`config.mk`:
```
export PLATFORM = sky130hd
export DESIGN_NAME = sd_spi_sector_transfer_engine
export DESIGN_NICKNAME = d
export VERILOG_FILES = /design/src/rtl/sdst_pkg.sv /design/src/rtl/sd_spi_sector_transfer_engine.sv /design/src/rtl/sdst_cfg.sv /design/src/rtl/sdst_seq.sv
export SDC_FILE = /design/constraint.sdc
export NUM_CORES = 1
export LEC_CHECK = 0
export ABC_CLOCK_PERIOD_IN_PS = 4500
export BUFFER_PORTS_ARGS = -buffer_cell sky130_fd_sc_hd__buf_2
export CAP_MARGIN = 40
export CORE_ASPECT_RATIO = 0.6
export CORE_MARGIN = 2
export CORE_UTILIZATION = 50
export CTS_BUF_LIST = sky130_fd_sc_hd__clkbuf_8 sky130_fd_sc_hd__clkbuf_16
export DETAILED_ROUTE_END_ITERATION = 10
export PLACE_DENSITY = 0.73
export SYNTH_ARGS = -nofsm -noshare
export SYNTH_HDL_FRONTEND = slang
export SYNTH_HIERARCHICAL = 1
export SYNTH_SLANG_ARGS = --single-unit
```
`constraint.sdc`:
```
create_clock -name i_clk -period 4.5 [get_ports i_clk]
set_input_delay 0.45 -clock i_clk [delete_from_list [all_inputs] [get_ports i_clk]]
set_output_delay 0.45 -clock i_clk [all_outputs]
set_load 0.005 [all_outputs]
```
`src/rtl/sdst_pkg.sv`:
```
package sdst_pkg;

    // Request operations
    localparam logic [1:0] OP_INIT  = 2'd0;
    localparam logic [1:0] OP_READ  = 2'd1;
    localparam logic [1:0] OP_WRITE = 2'd2;

    // Finishing status codes
    localparam logic [2:0] ST_OK        = 3'd0;
    localparam logic [2:0] ST_CMD_REJ   = 3'd1;
    localparam logic [2:0] ST_INIT_TO   = 3'd2;
    localparam logic [2:0] ST_READ_TO   = 3'd3;
    localparam logic [2:0] ST_WR_PROT   = 3'd4;
    localparam logic [2:0] ST_DATA_REJ  = 3'd5;
    localparam logic [2:0] ST_WRITE_TO  = 3'd6;

    // Configuration register indexes
    localparam logic [1:0] CFG_INIT_RETRY = 2'd0;
    localparam logic [1:0] CFG_READ_WAIT  = 2'd1;
    localparam logic [1:0] CFG_WRITE_WAIT = 2'd2;

    // Card command codes
    localparam logic [5:0] CMD_GO_IDLE  = 6'd0;
    localparam logic [5:0] CMD_SEND_OP  = 6'd1;
    localparam logic [5:0] CMD_RD_BLOCK = 6'd17;
    localparam logic [5:0] CMD_WR_BLOCK = 6'd24;

    localparam logic [15:0] INIT_RETRY_RST = 16'd10000;
    localparam logic [15:0] READ_WAIT_RST  = 16'd25000;
    localparam logic [19:0] WRITE_WAIT_RST = 20'd250000;

    // Sequencing counts, all compared against the 10-bit byte counter
    localparam logic [9:0] SECTOR_BYTES   = 10'd512;
    localparam logic [9:0] RESPONSE_POLLS = 10'd8;
    localparam logic [9:0] WARMUP_BYTES   = 10'd10;

    localparam int IN_DATA_W  = 48;
    localparam int OUT_DATA_W = 24;
    localparam int CFG_DATA_W = 20;

    typedef struct packed {
        logic        kind;
        logic [1:0]  operation;
        logic [22:0] sector_number;
        logic        write_protect;
        logic [7:0]  received_byte;
        logic [7:0]  write_byte;
    } t_item;

    typedef struct packed {
        logic [7:0] send_byte;
        logic       select_n;
        logic       exchange_needed;
        logic       need_write_byte;
        logic       read_valid;
        logic [7:0] read_byte;
        logic       done_res;
        logic [2:0] status;
    } t_result;

    typedef struct packed {
        logic [15:0] init_retry_limit;
        logic [15:0] read_wait_limit;
        logic [19:0] write_wait_limit;
    } t_limits;

endpackage

```
`src/rtl/sd_spi_sector_transfer_engine.sv`:
```
// Channel   Dir  Handshake                      Payload
// s_axis    in   i_s_axis_tvalid/o_s_axis_tready tdata[47:0], tuser = kind
// m_axis    out  o_m_axis_tvalid/i_m_axis_tready tdata[23:0]
// cfg       in   i_cfg_valid/o_cfg_ready         i_cfg_index, i_cfg_data
//
// One item per clock sustained while results are taken. An item is registered on
// entry; when the output register is free, the sequencer updates its state and
// loads the result register, which drives m_axis.
// Reset is synchronous: sequencer idle, limits back to defaults.
// A stalled result holds in the output register; the input register takes one
// more item, then o_s_axis_tready drops until the result is taken.
module sd_spi_sector_transfer_engine
    import sdst_pkg::*;
(
    input  logic                  i_clk,
    input  logic                  i_rst_n,
    input  logic                  i_s_axis_tvalid,
    output logic                  o_s_axis_tready,
    // [1:0] operation, [24:2] sector_number, [25] write_protect,
    // [33:26] received_byte, [41:34] write_byte, [47:42] zero
    input  logic [IN_DATA_W-1:0]  i_s_axis_tdata,
    // [0] kind
    input  logic                  i_s_axis_tuser,
    output logic                  o_m_axis_tvalid,
    input  logic                  i_m_axis_tready,
    // [7:0] send_byte, [8] select_n, [9] exchange_needed, [10] need_write_byte,
    // [11] read_valid, [19:12] read_byte, [20] done_res, [23:21] status
    output logic [OUT_DATA_W-1:0] o_m_axis_tdata,
    input  logic                  i_cfg_valid,
    output logic                  o_cfg_ready,
    input  logic [1:0]            i_cfg_index,
    input  logic [CFG_DATA_W-1:0] i_cfg_data
);

    logic    r_in_valid;
    t_item   r_in;
    logic    r_out_valid;
    t_result r_out;
    logic    w_out_free;
    logic    w_adv;
    logic    w_has;
    t_result w_res;
    t_limits w_limits;

    assign w_out_free      = !r_out_valid || i_m_axis_tready;
    assign w_adv           = r_in_valid && w_out_free;
    assign o_s_axis_tready = !r_in_valid || w_out_free;
    assign o_cfg_ready     = 1'b1;

    always_ff @(posedge i_clk) begin
        if (!i_rst_n) begin
            r_in_valid <= 1'b0;
        end else if (o_s_axis_tready) begin
            r_in_valid <= i_s_axis_tvalid;
        end
    end

    always_ff @(posedge i_clk) begin
        if (o_s_axis_tready && i_s_axis_tvalid) begin
            r_in.kind          <= i_s_axis_tuser;
            r_in.operation     <= i_s_axis_tdata[1:0];
            r_in.sector_number <= i_s_axis_tdata[24:2];
            r_in.write_protect <= i_s_axis_tdata[25];
            r_in.received_byte <= i_s_axis_tdata[33:26];
            r_in.write_byte    <= i_s_axis_tdata[41:34];
        end
    end

    sdst_cfg u_cfg (
        .i_clk    (i_clk),
        .i_rst_n  (i_rst_n),
        .i_wr     (i_cfg_valid && o_cfg_ready),
        .i_index  (i_cfg_index),
        .i_data   (i_cfg_data),
        .o_limits (w_limits)
    );

    sdst_seq u_seq (
        .i_clk        (i_clk),
        .i_rst_n      (i_rst_n),
        .i_step       (w_adv),
        .i_item       (r_in),
        .i_limits     (w_limits),
        .o_has_result (w_has),
        .o_result     (w_res)
    );

    always_ff @(posedge i_clk) begin
        if (!i_rst_n) begin
            r_out_valid <= 1'b0;
        end else if (w_out_free) begin
            r_out_valid <= r_in_valid && w_has;
        end
    end

    always_ff @(posedge i_clk) begin
        if (w_adv && w_has) begin
            r_out <= w_res;
        end
    end

    assign o_m_axis_tvalid = r_out_valid;
    assign o_m_axis_tdata  = {r_out.status, r_out.done_res, r_out.read_byte,
                              r_out.read_valid, r_out.need_write_byte,
                              r_out.exchange_needed, r_out.select_n, r_out.send_byte};

endmodule

```
`src/rtl/sdst_cfg.sv`:
```
module sdst_cfg
    import sdst_pkg::*;
(
    input  logic                  i_clk,
    input  logic                  i_rst_n,
    input  logic                  i_wr,
    input  logic [1:0]            i_index,
    input  logic [CFG_DATA_W-1:0] i_data,
    output t_limits               o_limits
);

    t_limits r_limits;

    always_ff @(posedge i_clk) begin
        if (!i_rst_n) begin
            r_limits.init_retry_limit <= INIT_RETRY_RST;
            r_limits.read_wait_limit  <= READ_WAIT_RST;
            r_limits.write_wait_limit <= WRITE_WAIT_RST;
        end else if (i_wr) begin
            unique case (i_index)
                CFG_INIT_RETRY: r_limits.init_retry_limit <= i_data[15:0];
                CFG_READ_WAIT:  r_limits.read_wait_limit  <= i_data[15:0];
                CFG_WRITE_WAIT: r_limits.write_wait_limit <= i_data[19:0];
                default: ;
            endcase
        end
    end

    assign o_limits = r_limits;

endmodule

```
`src/rtl/sdst_seq.sv`:
```
module sdst_seq
    import sdst_pkg::*;
(
    input  logic    i_clk,
    input  logic    i_rst_n,
    input  logic    i_step,
    input  t_item   i_item,
    input  t_limits i_limits,
    output logic    o_has_result,
    output t_result o_result
);

    localparam logic [4:0] PH_IDLE    = 5'd0;
    localparam logic [4:0] PH_WARMUP  = 5'd1;
    localparam logic [4:0] PH_CMD     = 5'd2;
    localparam logic [4:0] PH_RESP    = 5'd3;
    localparam logic [4:0] PH_DESEL   = 5'd4;
    localparam logic [4:0] PH_RD_WAIT = 5'd5;
    localparam logic [4:0] PH_RD_DATA = 5'd6;
    localparam logic [4:0] PH_RD_CRC  = 5'd7;
    localparam logic [4:0] PH_WR_DATA = 5'd8;
    localparam logic [4:0] PH_WR_CRC  = 5'd9;
    localparam logic [4:0] PH_WR_ACK  = 5'd10;
    localparam logic [4:0] PH_WR_BUSY = 5'd11;
    localparam logic [4:0] PH_FIN     = 5'd16;

    localparam logic [7:0] TOK_IDLE   = 8'hFF;
    localparam logic [7:0] TOK_START  = 8'hFE;
    localparam logic [7:0] CMD_CRC    = 8'h95;
    localparam logic [3:0] TOK_DATA_OK = 4'h5;
    localparam logic [9:0] FRAME_BYTES = 10'd6;
    localparam logic [9:0] CRC_BYTES   = 10'd2;

    logic [4:0]  r_phase, n_phase;
    logic [1:0]  r_op, n_op;
    logic [9:0]  r_bc, n_bc;
    logic [19:0] r_wait, n_wait;
    logic [22:0] r_sector, n_sector;
    logic [5:0]  r_code, n_code;

    logic [19:0] w_wait_inc;
    logic [9:0]  w_bc_inc;
    logic        w_start;
    logic [5:0]  w_start_code;
    logic        w_fin;
    logic [2:0]  w_fin_st;
    t_result     w_res;
    logic        w_has;

    // Command frame: command byte, byte address MSB first (sector * 512), CRC
    function automatic logic [7:0] frame_byte(input logic [2:0] idx, input logic [5:0] code,
                                              input logic [22:0] sec);
        logic [7:0] b;
        case (idx)
            3'd0:    b = {2'b01, code};
            3'd1:    b = sec[22:15];
            3'd2:    b = sec[14:7];
            3'd3:    b = {sec[6:0], 1'b0};
            3'd4:    b = 8'h00;
            default: b = CMD_CRC;
        endcase
        return b;
    endfunction

    assign w_wait_inc = r_wait + 20'd1;
    assign w_bc_inc   = r_bc + 10'd1;

    always_comb begin
        n_phase  = r_phase;
        n_op     = r_op;
        n_bc     = r_bc;
        n_wait   = r_wait;
        n_sector = r_sector;
        n_code   = r_code;
        w_has    = 1'b0;
        w_start  = 1'b0;
        w_start_code = CMD_GO_IDLE;
        w_fin    = 1'b0;
        w_fin_st = ST_OK;
        w_res    = '{send_byte: TOK_IDLE, select_n: 1'b1, exchange_needed: 1'b0,
                     need_write_byte: 1'b0, read_valid: 1'b0, read_byte: 8'h00,
                     done_res: 1'b0, status: ST_OK};

        if (!i_item.kind) begin
            if (r_phase == PH_IDLE) begin
                w_has = 1'b1;
                if (i_item.operation != OP_INIT && i_item.operation != OP_READ &&
                    i_item.operation != OP_WRITE) begin
                    w_res.done_res = 1'b1;
                    w_res.status   = ST_CMD_REJ;
                end else if (i_item.operation == OP_WRITE && i_item.write_protect) begin
                    w_res.done_res = 1'b1;
                    w_res.status   = ST_WR_PROT;
                end else begin
                    n_op   = i_item.operation;
                    n_wait = '0;
                    if (i_item.operation == OP_INIT) begin
                        n_sector = '0;
                        n_bc     = 10'd1;
                        n_phase  = PH_WARMUP;
                        w_res.exchange_needed = 1'b1;
                    end else begin
                        n_sector     = i_item.sector_number;
                        w_start      = 1'b1;
                        w_start_code = (i_item.operation == OP_READ) ? CMD_RD_BLOCK
                                                                     : CMD_WR_BLOCK;
                    end
                end
            end
        end else if (r_phase >= PH_FIN) begin
            w_has          = 1'b1;
            n_phase        = PH_IDLE;
            w_res.done_res = 1'b1;
            w_res.status   = r_phase[2:0];
        end else begin
            w_has = 1'b1;
            w_res.select_n        = 1'b0;
            w_res.exchange_needed = 1'b1;
            unique case (r_phase)
                PH_WARMUP: begin
                    if (r_bc < WARMUP_BYTES) begin
                        n_bc = w_bc_inc;
                        w_res.select_n = 1'b1;
                    end else begin
                        w_start      = 1'b1;
                        w_start_code = CMD_GO_IDLE;
                    end
                end
                PH_CMD: begin
                    if (r_bc < FRAME_BYTES) begin
                        w_res.send_byte = frame_byte(r_bc[2:0], r_code, r_sector);
                        n_bc = w_bc_inc;
                    end else begin
                        n_bc    = 10'd1;
                        n_phase = PH_RESP;
                    end
                end
                PH_RESP: begin
                    if (i_item.received_byte != TOK_IDLE || r_bc >= RESPONSE_POLLS) begin
                        if (r_op == OP_INIT) begin
                            if (r_code == CMD_GO_IDLE) begin
                                if (i_item.received_byte != 8'd1) begin
                                    w_fin = 1'b1; w_fin_st = ST_CMD_REJ;
                                end else begin
                                    n_wait = '0;
                                    if (i_limits.init_retry_limit == '0) begin
                                        w_fin = 1'b1; w_fin_st = ST_INIT_TO;
                                    end else begin
                                        n_phase = PH_DESEL;
                                        w_res.select_n = 1'b1;
                                    end
                                end
                            end else if (i_item.received_byte == 8'd0) begin
                                w_fin = 1'b1; w_fin_st = ST_OK;
                            end else begin
                                n_wait = w_wait_inc;
                                if (w_wait_inc >= {4'd0, i_limits.init_retry_limit}) begin
                                    w_fin = 1'b1; w_fin_st = ST_INIT_TO;
                                end else begin
                                    n_phase = PH_DESEL;
                                    w_res.select_n = 1'b1;
                                end
                            end
                        end else if (i_item.received_byte != 8'd0) begin
                            // 0xFE here is a failed command, not a data token
                            w_fin = 1'b1; w_fin_st = ST_CMD_REJ;
                        end else if (r_op == OP_READ) begin
                            if (i_limits.read_wait_limit == '0) begin
                                w_fin = 1'b1; w_fin_st = ST_READ_TO;
                            end else begin
                                n_wait  = 20'd1;
                                n_phase = PH_RD_WAIT;
                            end
                        end else begin
                            n_bc    = '0;
                            n_phase = PH_WR_DATA;
                            w_res.send_byte       = TOK_START;
                            w_res.need_write_byte = 1'b1;
                        end
                    end else begin
                        n_bc = w_bc_inc;
                    end
                end
                PH_DESEL: begin
                    w_start      = 1'b1;
                    w_start_code = CMD_SEND_OP;
                end
                PH_RD_WAIT: begin
                    if (i_item.received_byte == TOK_START) begin
                        n_bc    = '0;
                        n_phase = PH_RD_DATA;
                    end else if (r_wait >= {4'd0, i_limits.read_wait_limit}) begin
                        w_fin = 1'b1; w_fin_st = ST_READ_TO;
                    end else begin
                        n_wait = w_wait_inc;
                    end
                end
                PH_RD_DATA: begin
                    n_bc = w_bc_inc;
                    if (w_bc_inc >= SECTOR_BYTES) begin
                        n_bc    = '0;
                        n_phase = PH_RD_CRC;
                    end
                    w_res.read_valid = 1'b1;
                    w_res.read_byte  = i_item.received_byte;
                end
                PH_RD_CRC: begin
                    if (r_bc == '0) begin
                        n_bc = 10'd1;
                    end else begin
                        w_fin = 1'b1; w_fin_st = ST_OK;
                    end
                end
                PH_WR_DATA: begin
                    n_bc = w_bc_inc;
                    w_res.send_byte = i_item.write_byte;
                    if (w_bc_inc >= SECTOR_BYTES) begin
                        n_bc    = '0;
                        n_phase = PH_WR_CRC;
                    end else begin
                        w_res.need_write_byte = 1'b1;
                    end
                end
                PH_WR_CRC: begin
                    if (r_bc < CRC_BYTES) begin
                        n_bc = w_bc_inc;
                    end else begin
                        n_phase = PH_WR_ACK;
                    end
                end
                PH_WR_ACK: begin
                    if (i_item.received_byte[3:0] != TOK_DATA_OK) begin
                        w_fin = 1'b1; w_fin_st = ST_DATA_REJ;
                    end else if (i_limits.write_wait_limit == '0) begin
                        w_fin = 1'b1; w_fin_st = ST_WRITE_TO;
                    end else begin
                        n_wait  = 20'd1;
                        n_phase = PH_WR_BUSY;
                    end
                end
                PH_WR_BUSY: begin
                    if (i_item.received_byte != 8'd0) begin
                        w_fin = 1'b1; w_fin_st = ST_OK;
                    end else if (r_wait >= i_limits.write_wait_limit) begin
                        w_fin = 1'b1; w_fin_st = ST_WRITE_TO;
                    end else begin
                        n_wait = w_wait_inc;
                    end
                end
                default: begin
                    // exchange while idle: dropped
                    w_has = 1'b0;
                    w_res.select_n        = 1'b1;
                    w_res.exchange_needed = 1'b0;
                end
            endcase
        end

        if (w_start) begin
            n_code  = w_start_code;
            n_bc    = 10'd1;
            n_phase = PH_CMD;
            w_res.send_byte       = {2'b01, w_start_code};
            w_res.select_n        = 1'b0;
            w_res.exchange_needed = 1'b1;
        end

        // last deselected byte; its reply yields the done result
        if (w_fin) begin
            n_phase = PH_FIN | {2'b00, w_fin_st};
            w_res.send_byte       = TOK_IDLE;
            w_res.select_n        = 1'b1;
            w_res.exchange_needed = 1'b1;
        end
    end

    always_ff @(posedge i_clk) begin
        if (!i_rst_n) begin
            r_phase  <= PH_IDLE;
            r_op     <= OP_INIT;
            r_bc     <= '0;
            r_wait   <= '0;
            r_sector <= '0;
            r_code   <= CMD_GO_IDLE;
        end else if (i_step) begin
            r_phase  <= n_phase;
            r_op     <= n_op;
            r_bc     <= n_bc;
            r_wait   <= n_wait;
            r_sector <= n_sector;
            r_code   <= n_code;
        end
    end

    assign o_has_result = w_has;
    assign o_result     = w_res;

endmodule

```
==> results.md <==
- Status: finished, final reports clean
- Min-delay worst type: in2reg
- FILL cells: 1776
- Most frequent cells in the layout: nand2_1 (159), dfxtp_1 (117), buf_2 (96), a21oi_1 (82)
- Simple-gate share of the synthesized area: 24.2%
- Synth warn: 6
- Int Pwr: 0.00274 W
- Req. time, crit path: 4.80 ns
- Port bufs: 95
- Die width: 188 um
- GRT Resource Usage Total: 26.0%
- R2R Setup Slk: 0.36 ns
- Initial Util: 50.8%
- Setup Buffers After CTS: 0
- Cell Count, Final, Fillers Out: 1505
- Switching share of power: 25.6%
- Sequential-to-total area share from yosys stat: 42.9%
- Crit path cell chain: ha_1 > nand4_1 > nor3_2 > nand4_1 > xnor2_1 > ha_1 > nand4_1 > o311ai_1 > nor4_2 > o2111a_1 > nand2b_1 > o41ai_1 > o22ai_1
- Nets: 1353
- Drt drc: 0
- Fin area: 0.0115 mm2
- Core Region: 0.0200 mm2
- Skew final: 0.0155 ns
- CTS sink cnt: 184
- Vias in the first global route: 8014
- Gr busiest metal: met1
- Syn Std Cell Area: 0.0102 mm2
- CP arrival: 4.45 ns
- Worst Setup Path Type: reg2reg
- Post-Syn Nets: 1273
- Worst-path clk slew: 0.08 ns
- CTS tree: done
- H-Tree Depth: 4
- Setup slack after layout: 0.357 ns
- Post-DP Area: 0.0109 mm2
- Resize count post-CTS: 0
- Final Routed Wirelength: 27.6 mm
- Root buffer cell: clkbuf_16
- VDD IR-drop max: 0.277 mV
- Area Growth Syn to Fin: 13.2%
- Slew headroom: 48.1%
- Initial antenna violation count: 0
- Comb pwr share: 8.5%
- Largest net degree at the start of global routing: 65
- Die Y: 114 um
- Critical path fanouts, max: 8
- Routed wire per std cell: 18.3 um
- #FFs+latches synth: 184
- Xor/xnor cell area share of the yosys netlist: 1.98%
- Total negative setup slack: 0 ns
- Post-synthesis compound-gate area fraction: 13.5%
- Most common library cell in the layout ignoring fill and taps: nand2_1
- CP Launch Type: flip-flop
- Placement Rows: 40
- Clock tree buffer depth: 2
- Dominant synthesized flop cell: dfxtp_1
- Unrepaired setup endpoints after global routing: false
- Pwr Density: 321 mW/mm2
- Post-synthesis mux area share: 4.73%
- CP dominant cell by count: nand4_1
- Drt initial violations: 1205
- Crit-path leading delay family: compound AO/OA/AOI/OAI gates
- Diode count: 0
- Placer Congestion: 0.934
- Grt ovf: 0
- Via density: 5.86
- Post-synth EDFFs: 67
- I/O pins: 103
- Met2 Use GR: 35.4%
- Crit path capture type: flip-flop
- Minimum clock period: 4.14 ns
- Post-Synth Adder-Cell Area: 7.15%
- Layout cells sized above 1: 14.4%
- Max Slew Vio Count: 0
- Cell variety after synth: 86
- P_leak: 4.67 nW
- Post-DRT Antenna Nets: 0
- Psw: 0.000946 W
- WHS: 0.172 ns
- Fmax: 241 MHz
- Met3 usage: 7.60%
- Final Cycle Share: 92.1%
- First-pass GRT wire length: 43.6 mm
- DRT Pass-1 Iters: 8
- Post-Synthesis Cells: 1139
- Worst skew pair latency: 0.45 ns
- Clock share of power: 42.0%
- Placed Cells: 1473
- CP peak stage delay: 0.50 ns
- Largest family of logic cells by synthesized area: simple AND/OR/NAND/NOR gates
- DP Worst Slack: 0.486 ns
- Final Setup Violations: 0
- Routed vias: 8825
- Met1 Use GR: 40.0%
- Worst path slowest cell: o311ai_1
- # hold bufs at CTS: 0
- Count of final hold-check violations: 0
- Fraction of registers with async set/reset: 0%
- DP HPWL: 20.4 mm
- Die Area: 0.0215 mm2
- Sequential share of power: 49.5%
- CP bufs+invs: 0
- TritonCTS Buffers: 17
- Total of max-cap violations: 0
- Slew @ Worst Pin: 0.778 ns
- Mean Syn Cell Area: 8.91 um2
-- kinds of logic (layout without fill, tap and decap cells) --
group           Yosys count  in the layout
simple gates            473            473
compound gates          217            217
flops                   184            184
buf+inv                 135            228
fa+ha+maj                58             58
mux                      48             48
xor+xnor                 23             23
other cells               1              1
-- path summary, 6_finish.rpt --
kind              cells after the start                             end                           start
hold reg to reg                       2  u_seq/r_sector[1]$_SDFFE_PN0P_  u_seq/r_sector[1]$_SDFFE_PN0P_
hold / removal                        1               r_in[4]$_DFFE_PP_              i_s_axis_tdata[38]
setup reg to reg                     13   u_seq/r_phase[1]$_SDFFE_PN0P_    u_seq/r_wait[0]$_SDFFE_PN0P_
setup / recovery                     13   u_seq/r_phase[1]$_SDFFE_PN0P_    u_seq/r_wait[0]$_SDFFE_PN0P_
-- cell type report --
type	count	area [um2]	share of cell area, %
Clock buffer	17	425	3.70
Clock inverter	15	183	1.59
Inverter	80	300	2.61
Multi-Input combinational cell	820	5240	45.6
Sequential cell	184	4350	37.9
Tap cell	273	342	2.97
Timing Repair Buffer	116	646	5.62
-- registers in the layout, indices dropped and copies added, names as in the netlist --
register / cells
u_seq/r_op: 2
o_m_axis_tvalid: 1
u_seq/r_phase: 5
u_seq/r_wait: 20
u_seq/r_code: 3
r_in: 43
u_cfg/o_limits: 52
u_seq/r_sector: 23
r_in_valid: 1
u_seq/r_bc: 10
o_m_axis_tdata: 24
-- cells in the mapped netlist, drive strengths merged, types with 8 or more instances --
| cell | number | area (um2) |
|---|---|---|
| clkbuf | 35 | 131 |
| ha | 58 | 726 |
| nor3 | 27 | 145 |
| inv | 79 | 297 |
| nand2b | 9 | 63.8 |
| edfxtp | 67 | 2010 |
| dfxtp | 117 | 2340 |
| and3 | 8 | 50.1 |
| nand4 | 15 | 93.8 |
| o211ai | 15 | 113 |
| a21oi | 82 | 410 |
| buf | 20 | 135 |
| xnor2 | 19 | 166 |
| nor2b | 25 | 164 |
| o21ai | 38 | 190 |
| nor2 | 82 | 323 |
| a31oi | 12 | 81.3 |
| nand2 | 159 | 597 |
| nand3 | 59 | 305 |
| and2 | 17 | 106 |
| mux2i | 48 | 480 |
| nor4 | 25 | 193 |
| o22ai | 13 | 81.3 |
-- metal layers --
layer | up-vias | wire length, um
met4 | 0 | 215
met5 | - | 0
met3 | 18 | 2960
li1 | 4225 | -
met1 | 4171 | 13600
met2 | 411 | 10800
-- per-stage QoR --
step           util (%)  power, W
6_report           57.6   0.00369
5_1_grt            57.6   0.00383
4_1_cts            57.6   0.00372
3_5_place_dp       54.5   0.00217
3_3_place_gp       54.3   0.00216
2_1_floorplan         -   0.00205
-- power groups by stage --
stage	sequential (W)	combinational, W	clock (W)
floorplan	0.00185	0.000202	0
global placement	0.00186	0.000299	0
detailed placement	0.00186	0.000307	0
CTS	0.00182	0.000310	0.00158
global route	0.00183	0.000345	0.00165
finish	0.00183	0.000315	0.00155
Power figures use the tool's default switching activity.
